## src/hdl/vtv_div_stage.sv

```systemverilog
`default_nettype none
// One restoring step per stage of a pipelined unsigned divider.
module vtv_div_stage #(
    parameter int QW = 48,
    parameter int DW = 35
) (
    input  wire logic          i_clk,
    input  wire logic [QW-1:0] i_rem_q,
    input  wire logic [DW:0]   i_rem,
    input  wire logic [DW-1:0] i_den,
    output logic      [QW-1:0] o_rem_q,
    output logic      [DW:0]   o_rem,
    output logic      [DW-1:0] o_den
);
    logic [DW+1:0] w_try;
    logic [DW+1:0] w_sh;

    always_comb begin
        w_sh  = {i_rem, i_rem_q[QW-1]};
        w_try = w_sh - {2'b00, i_den};
    end

    always_ff @(posedge i_clk) begin
        o_den <= i_den;
        if (!w_try[DW+1]) begin
            o_rem   <= w_try[DW:0];
            o_rem_q <= {i_rem_q[QW-2:0], 1'b1};
        end else begin
            o_rem   <= w_sh[DW:0];
            o_rem_q <= {i_rem_q[QW-2:0], 1'b0};
        end
    end
endmodule
`default_nettype wire

```

## config.mk

```make
export PLATFORM = sky130hd
export DESIGN_NAME = vtv_div_stage
export DESIGN_NICKNAME = d
export VERILOG_FILES = /design/src/hdl/vtv_div_stage.sv
export SDC_FILE = /design/constraint.sdc
export NUM_CORES = 1
export LEC_CHECK = 0
export ABC_AREA = 0
export BUFFER_PORTS_ARGS = -buffer_cell sky130_fd_sc_hd__buf_4
export CORE_ASPECT_RATIO = 0.75
export CORE_UTILIZATION = 48
export CTS_BUF_LIST = sky130_fd_sc_hd__clkbuf_8
export CTS_CLUSTER_DIAMETER = 150
export DETAILED_ROUTE_END_ITERATION = 16
export GPL_ROUTABILITY_DRIVEN = 0
export PLACE_DENSITY = 0.87
export SLEW_MARGIN = 10
export SYNTH_ARGS = -nofsm -noshare
export SYNTH_HDL_FRONTEND = slang
export SYNTH_SLANG_ARGS = --single-unit
```

## constraint.sdc

```tcl
create_clock -name i_clk -period 3.4 [get_ports i_clk]
set_clock_uncertainty 0.05 [all_clocks]
set_input_delay 0.34 -clock i_clk [delete_from_list [all_inputs] [get_ports i_clk]]
set_output_delay 0.34 -clock i_clk [all_outputs]
set_load 0.01 [all_outputs]
```

==> results of run 1 <==
flip-flops by register name, indices dropped and copies added, names as in the netlist:
| signal | flops |
|---|---|
| o_den | 35 |
| o_rem | 36 |
| o_rem_q | 48 |
power groups by stage:
stage	logic, W	registers (W)	clock network [W]
2_1_floorplan	0.000480	0.00168	0
3_3_place_gp	0.000974	0.00161	0
3_5_place_dp	0.00100	0.00162	0
4_1_cts	0.00109	0.00159	0.00132
5_1_grt	0.00121	0.00160	0.00141
6_report	0.00114	0.00159	0.00133
metal layers:
| layer | part of all wire [%] | vias up | track usage, % |
|---|---|---|---|
| met5 | 0 | - | 0 |
| met4 | 4.0 | 0 | 16.1 |
| met3 | 8.1 | 80 | 10.0 |
| met2 | 50 | 316 | 60.7 |
| met1 | 38 | 2265 | 35.8 |
| li1 | - | 2266 | - |
worst max-delay path, stage by stage:
cell           delay (ns)
dlygate4sd3_1        0.53
buf_4                0.11
inv_1                0.07
fa_1                 0.46
a211oi_2             0.26
o211ai_2             0.15
a221oi_4             0.30
o2111a_2             0.29
o21ai_2              0.09
a21oi_4              0.21
xnor2_4              0.18
buf_12               0.21
mux2_2               0.35
area by class of cell:
type,count,area (µm²)
inverter,46,173
multi-input combinational,281,2320
sequential,119,2380
tap,132,165
fill,499,1670
clock buffer,19,262
clock inverter,13,144
timing repair buffer,326,2700
cell families after synthesis:
family                   after synthesis  synth area share, %
flip-flops                           119                 48.5
AO/OA/AOI/OAI                        118                 16.1
AND/OR/NAND/NOR                       60                 5.73
buffers and inverters                 52                 4.43
adder cells (fa/ha/maj)               36                 9.32
multiplexers                          35                 9.85
XOR/XNOR                              32                 6.09
cells in the final DEF, fill, tap and decap left out, drive strengths merged, types with 2 or more instances in the layout:
cell	netlist	routed
inv	46	51
nand2	23	23
buf	4	243
dfxtp	119	119
clkbuf	2	20
a211oi	6	6
clkinvlp	0	3
o211ai	7	7
nor2b	2	2
o21a	6	6
and3	5	5
and2	3	3
o31ai	3	3
a21oi	32	32
ha	35	35
bufinv	0	2
a21o	12	12
mux2i	3	3
a31oi	4	4
xor2	14	14
nand4	3	3
mux2	32	32
xnor2	18	18
clkinv	0	3
o31a	2	2
nor2	14	14
o21ai	29	29
o21bai	7	7
dlygate4sd3	0	82
nor3	2	2
nand3	4	4
cells in the mapped netlist, types with 6 or more instances:
master,count
inv_1,46
o21a_1,6
o21ai_0,26
a21o_1,12
dfxtp_1,119
xnor2_1,17
mux2_2,7
nand2_1,23
mux2_4,25
o211ai_1,6
ha_1,35
a21oi_1,31
xor2_1,14
o21bai_1,7
nor2_1,14
per-stage QoR:
stage,hold slack (ns),std cells
floorplan,0.318,452
global placement,0.394,821
detailed placement,0.395,821
CTS,0.0796,935
global route,0.0726,936
finish,0.102,936
worst max-delay path by stage:
stage               slack (ns)   endpoint  depth (start not counted)
floorplan                 0.27  o_rem[10]                         13
global placement          0.06   o_rem[1]                         14
detailed placement        0.03   o_rem[4]                         14
CTS                       0.13   o_rem[2]                         13
global route             0.008   o_rem[6]                         13
finish                    0.12   o_rem[6]                         13
repair_timing:
action | CTS | global route
endpoints found under the hold margin | 82 | 0
hold buffers | 82 | 0
setup endpoints to repair | 0 | 4
buffers inserted | 0 | 0
gates resized for setup | 0 | 2
==> flow_metrics.tcl, run 1 <==
set metrics [dict create \
    status "completed" \
    synthTopCellsByArea "dfxtp_1 (48%), ha_1 (8.9%), mux2_4 (7.6%)" \
    post-layout-total-power_w 0.00406 \
    cts.clk_slew.worst_paths_ns 0.08 \
    synth_edf_count 0 \
    drt_wl_total_um 18000 \
    synth_top_area_cell "dfxtp_1" \
    postSynthCellCount 452 \
    wl_per_cell_um 19.2 \
    whs_path_depth 2 \
    fin_crit_sh_pct 96.6 \
    clock.fmax_ghz 0.305 \
    die_h_um 89.6 \
    track_usage_pct 33.1 \
    vdd_drop_max_mv 0.338 \
    p_switching_w 0.00120 \
    internal_power_w 0.00286 \
    start_kind "primary input" \
    dp_hpwl_um 10800 \
    boundaryPins 239 \
    clockBufferDepth 2 \
    clkPwrFrac_pct 32.8 \
    cap_violations 0 \
    design_area_um2 8150 \
    worstSetupPathType "primary input to register" \
    synth_nets 608 \
    min_to "o_rem[32]" \
    leakagePower_nw 4.01 \
    cts_sinks 119 \
    netlist_area_um2 4910 \
    timing_hold_violations_final 0 \
    fin_setup_tns_ns 0 \
    p_per_area_nw_per_um2 499 \
    layout_min_cycle_time_ns 3.28 \
    hp-class "primary input to register" \
    drive_above_1_share_pct 39.3 \
    dieWidth_um 119 \
    synthFlopType "dfxtp_1" \
    utilization_pct 83.0 \
    setup_ws_ns 0.117 \
    ys_types 50 \
    grt_max_degree 24 \
    layout.nets 947 \
    switching_share_pct 29.6 \
    std_cell_rows 31 \
    place_area_um2 6880 \
    drt_iter0_markers 435 \
    drtPass1Iterations 5 \
    combinationalPowerShare_pct 28.1 \
    htreeDepth 4 \
    numCtsBuffers 17 \
    grt_pass1_wl_um 26500 \
    worst_ep_required_time_ns 3.65 \
    yosys.area.top_type_share_pct 48.5 \
    grt_overflow 0 \
    area_growth_pct 65.8 \
    final_antenna_net_count 0 \
    cts_tree "yes" \
    rsz0062_at_grt "no" \
    p_seq_share_pct 39.2 \
    avgSynthCellArea_um2 10.9 \
    crit_fanout 14 \
    ys_seq_elements 119 \
    antenna_found_initial 0 \
    dieArea_um2 10600 \
    port_buffers 238 \
    timing.critical_path.from "i_den[1]" \
    start_util_pct 50.1 \
    grt_pass1_vias 5028 \
    setup.worst_path.end_class "register" \
    clock-root-buffer "clkbuf_8" \
    core_area_um2 9810 \
    ys_async_sr_fraction_pct 0 \
    worstHoldStart "i_rem[31]" \
    setup_viol 0 \
    drv_slew 0 \
    yosysWarningCount 0 \
    vias 4927 \
    drc_errors 0 \
    slew_headroom_pct 61.0 \
    antenna_cells 0 \
    ys_seq_area_share_pct 48.5 \
    worstMarginPinSlew_ns 0.579 \
    viasPerCell 5.26 \
    cp.arrival_ns 3.54 \
    pre_cts_slack_ns 0.0323 \
]
No activity file was read; power rests on OpenSTA's default activity.
==> run 2: changes to the inputs <==
MAX_ROUTING_LAYER = met4   (was not set)
==> run 2 against run 1 <==
  * Flip-flop and latch count stayed put
  * Clock power hardly changed
  * Sequential share of layout area is 0.090 points higher
==> flow_metrics.tcl, run 2 (synthesis gave the netlist of run 1 again) <==
set metrics [dict create \
    dp_hpwl_um 10800 \
    fin_setup_tns_ns 0 \
    cts_setup_buffers 0 \
    drc_errors 0 \
    leakagePower_nw 4.00 \
    cts_tree "yes" \
    worstSetupPathType "primary input to register" \
    numCtsBuffers 17 \
    dieWidth_um 119 \
    die_h_um 89.6 \
    p_per_area_nw_per_um2 498 \
    setup.worst_path.end_class "register" \
    drv_slew 0 \
    post-layout-total-power_w 0.00405 \
    rsz0062_at_grt "no" \
    setup_ws_ns 0.106 \
    drive_above_1_share_pct 39.2 \
    std_cell_rows 31 \
    grt_max_degree 24 \
    hp-class "primary input to register" \
    worst_ep_required_time_ns 3.66 \
    wl_per_cell_um 19.0 \
    start_util_pct 50.1 \
    num-fill-cells 505 \
    final_common_cell "buf_4" \
    clock.fmax_ghz 0.304 \
    port_buffers 238 \
    track_usage_pct 34.2 \
    status "completed" \
    htreeDepth 4 \
    viasPerCell 5.20 \
    core_area_um2 9810 \
    slew_headroom_pct 62.5 \
    reg_top3 "o_rem_q: 48 flops, o_rem: 36 flops, o_den: 35 flops" \
    drt_iter0_markers 419 \
    clockBufferDepth 2 \
    worstMarginPinSlew_ns 0.556 \
    largest_reg_flops 48 \
    max_flop_register "o_rem_q" \
    design_area_um2 8120 \
    crit_fanout 23 \
    cts_sinks 119 \
    setup_viol 0 \
    layout_min_cycle_time_ns 3.29 \
    timing_hold_violations_final 0 \
    dieArea_um2 10600 \
    layout.nets 946 \
    cpPeakStageDelay_ns 0.53 \
    cap_violations 0 \
    drt_wl_total_um 17700 \
    grt_overflow 0 \
    antenna_found_initial 0 \
    worst-path-buf-inv 4 \
    vdd_drop_max_mv 0.336 \
    cp.arrival_ns 3.55 \
    drtPass1Iterations 5 \
    cp_slowest_cell "dlygate4sd3_1" \
    clock-root-buffer "clkbuf_8" \
    final_cell_mix "buf_4 (241), dfxtp_1 (119), dlygate4sd3_1 (82)" \
    fin_crit_sh_pct 96.9 \
    cts.clk_slew.worst_paths_ns 0.07 \
    place_area_um2 6880 \
    grt_pass1_vias 5051 \
    antenna_cells 0 \
    grt_pass1_wl_um 26500 \
    boundaryPins 239 \
    crit_family "compound AO/OA/AOI/OAI gates" \
    area_growth_pct 65.3 \
    start_kind "primary input" \
    pre_cts_slack_ns 0.0323 \
    cp_cell_sequence "dlygate4sd3_1 > buf_4 > inv_1 > fa_1 > a211oi_2 > o211ai_2 > a221oi_4 > o2111a_2 > o21ai_2 > a21oi_4 > xnor2_4 > buf_12 > mux2_2" \
    vias 4861 \
    final_antenna_net_count 0 \
]
## run 2: cell type report
cell class,instances,area (µm²),area share [%]
clock buffer,19,262,3.22
clock inverter,13,144,1.77
multi-input combinational,281,2320,28.6
inverter,46,173,2.13
sequential,119,2380,29.3
tap,132,165,2.03
timing repair buffer,325,2670,32.9
## run 2: power by group
group          internal (W)  total [W]  leakage [nW]  switching, W
Sequential          0.00154    0.00159          1.00     0.0000530
Clock              0.000698    0.00133         0.201      0.000630
Combinational      0.000617    0.00113          2.79      0.000511
Total               0.00285    0.00405          4.00       0.00119
## run 2: final timing paths
path	startpoint	endpoint	cells past startpoint
max	i_den[1]	o_rem[2]	13
min	i_rem[31]	o_rem[32]	2
## run 2: repair_timing
item,CTS,global route
hold endpoints to repair,82,0
endpoints found under the setup margin,0,2
hold buffers,82,0
resized for setup,0,2
## run 2: stage by stage
step	cells	hold slack, ns	utilization (%)
after global routing	935	0.0664	82.7
after global placement	821	0.394	70.1
after detailed placement	821	0.395	70.1
after floorplan	452	0.318	-
after CTS	935	0.0796	82.6
final	935	0.101	82.7
## run 2: metal layers
metal | GRT usage [%] | wire [µm] | share of wire [%] | vias to the layer above
met4 | 15.8 | 618 | 3.5 | 0
met3 | 9.47 | 1340 | 7.6 | 62
li1 | - | - | - | 2257
met2 | 60.7 | 8900 | 50 | 294
met5 | - | 0 | 0 | -
met1 | 36.3 | 6880 | 39 | 2248
==> run 3: changes to the inputs <==
--- a/config.mk
+++ b/config.mk
@@ -16,4 +16,5 @@
 export MAX_ROUTING_LAYER = met4
 export PLACE_DENSITY = 0.87
+export REMOVE_ABC_BUFFERS = 1
 export SLEW_MARGIN = 10
 export SYNTH_ARGS = -nofsm -noshare
==> constraint.sdc (replaced) <==
create_clock -name i_clk -period 3.4 [get_ports i_clk]
set_clock_uncertainty 0.05 [all_clocks]
set_input_delay 0.17 -clock i_clk [delete_from_list [all_inputs] [get_ports i_clk]]
set_output_delay 0.17 -clock i_clk [all_outputs]
set_load 0.01 [all_outputs]
==> run 3 against run 2 <==
  * Combinational power is 9.7% higher
  * The run now ends with setup timing left
  * Sequential share of layout area down 1.5 points
  * Count of clock-buffer cells in the layout down 2
  * Die area stayed put
  * Power grew 3.0%
==> flow_metrics.tcl, run 3 (synthesis gave the netlist of run 1 again) <==
set metrics [dict create \
    whs_path_depth 4 \
    largest_reg_flops 48 \
    final_cell_mix "buf_4 (246), dfxtp_1 (119), dlygate4sd3_1 (118)" \
    dieArea_um2 10600 \
    start_kind "primary input" \
    setup_viol 1 \
    drc_errors 0 \
    grt_pass1_vias 5195 \
    antenna_found_initial 1 \
    htreeDepth 4 \
    leakagePower_nw 4.18 \
    final_antenna_net_count 0 \
    setup_ws_ns -0.0167 \
    use_met3_pct 7.58 \
    numCtsBuffers 17 \
    boundaryPins 239 \
    drt_wl_total_um 20100 \
    core_area_um2 9810 \
    post-layout-total-power_w 0.00417 \
    grt_util_met2_pct 64.7 \
    reg_top3 "o_rem_q: 48 flops, o_rem: 36 flops, o_den: 35 flops" \
    cts_sinks 119 \
    drtPass1Iterations 5 \
    cp_cell_sequence "dlygate4sd3_1 > buf_4 > ha_1 > a211oi_1 > o21ai_0 > a211oi_1 > o21ai_0 > a31oi_2 > o21ai_0 > xor2_1 > mux2_4" \
    hp-class "primary input to register" \
    num-fill-cells 432 \
    crit_fanout 6 \
    clockBufferDepth 2 \
    drt_iter0_markers 498 \
    p_per_area_nw_per_um2 487 \
    start_util_pct 50.1 \
    cp.arrival_ns 3.71 \
    busiest_layer "met2" \
    dp_hpwl_um 10800 \
    wl_per_cell_um 20.5 \
    worstMarginPinSlew_ns 0.579 \
    drv_slew 0 \
    met1_usage_pct 35.4 \
    vdd_drop_max_mv 0.311 \
    cpPeakStageDelay_ns 0.56 \
    min_to "o_rem[0]" \
    cp_slowest_cell "dlygate4sd3_1" \
    worstHoldStart "i_rem_q[47]" \
    setup.worst_path.end_class "register" \
    clock-root-buffer "clkbuf_8" \
    std_cell_rows 31 \
    fin_crit_sh_pct 100 \
    timing_hold_violations_final 0 \
    layout_min_cycle_time_ns 3.42 \
    cap_violations 0 \
    vias 5440 \
    timing.hold.ws_ns 0.100 \
    dieWidth_um 119 \
    cts.clk_slew.worst_paths_ns 0.08 \
    port_buffers 238 \
    track_usage_pct 34.7 \
    max_flop_register "o_rem_q" \
    layout.nets 989 \
    slew_headroom_pct 61.0 \
    violations "setup timing" \
    cts_tree "yes" \
    grt_max_degree 17 \
    die_h_um 89.6 \
    worstSetupPathType "primary input to register" \
    clock.fmax_ghz 0.293 \
    drive_above_1_share_pct 38.2 \
    worst_ep_required_time_ns 3.69 \
    viasPerCell 5.56 \
    status "finished, violations left" \
    grt_pass1_wl_um 26900 \
    grt_overflow 0 \
    worst_path_most_repeated_cell "o21ai_0" \
    area_growth_pct 74.1 \
    final_common_cell "buf_4" \
]
run 3: cell types whose count changed in the layout (fill, tap and decap cells not counted), moves of 2 or more:
| cell | delta |
|---|---|
| clkbuf_8 | -2 |
| inv_6 | +2 |
| buf_4 | +5 |
| dlygate4sd3_1 | +36 |
run 3: critical path: cells and delay by family:
family | cells | cell delay, ns
xor gates and xnor gates | 1 | 0.20
buffers and inverters | 2 | 0.71
AOI/OAI and AO/OA | 6 | 1.93
adders and majority gates | 1 | 0.41
muxes | 1 | 0.28
run 3: per-stage QoR:
stage                     setup TNS, ns  setup WS [ns]  cell area (µm²)  utilization [%]  std cells
after CTS                             0         0.0923             8450             86.1        971
after detailed placement              0          0.104             6870             70.0        821
after floorplan                       0          0.227             4870                -        446
final                           -0.0167        -0.0167             8550             87.1        979
after global placement                0          0.182             6870             70.0        821
after global routing             -0.273        -0.0996             8550             87.1        979
run 3: worst max-delay path by stage:
stage           startpoint        end  slack [ns]  depth (start not counted)
6_report         i_rem[15]  o_rem[29]       -0.02                         11
5_1_grt          i_rem[15]  o_rem[29]        -0.1                         11
4_1_cts           i_den[0]   o_rem[1]        0.09                         14
3_5_place_dp   i_rem_q[47]   o_rem[1]        0.10                         14
3_3_place_gp   i_rem_q[47]   o_rem[1]        0.18                         14
2_1_floorplan  i_rem_q[47]   o_rem[1]        0.23                         12
run 3: layer usage:
| metal | vias to the layer above | wire length (µm) |
|---|---|---|
| met1 | 2560 | 7010 |
| li1 | 2346 | - |
| met3 | 121 | 1700 |
| met5 | - | 0 |
| met2 | 413 | 10300 |
| met4 | 0 | 1110 |
run 3: layout make-up:
type	count	area (µm²)	area share, %
well taps	132	165	1.93
clock buffers	17	234	2.74
diodes	1	2.50	0.0293
flip-flops and latches	119	2380	27.9
repair buffers	367	3080	36.1
clock inverters	15	168	1.96
inverters	46	173	2.02
multi-input cells	282	2340	27.4
run 3: report_power, final:
part | internal [W] | leakage (nW) | switching (W)
Clock | 0.000668 | 0.198 | 0.000669
Sequential | 0.00154 | 1.00 | 0.0000558
Combinational | 0.000662 | 2.98 | 0.000575
run 3: what timing repair did:
action / CTS / global route
hold endpoints to repair: 118 / 0
gates resized for setup: 0 / 4
endpoints found under the setup margin: 0 / 31
hold buffers: 118 / 0
buffers inserted: 0 / 5
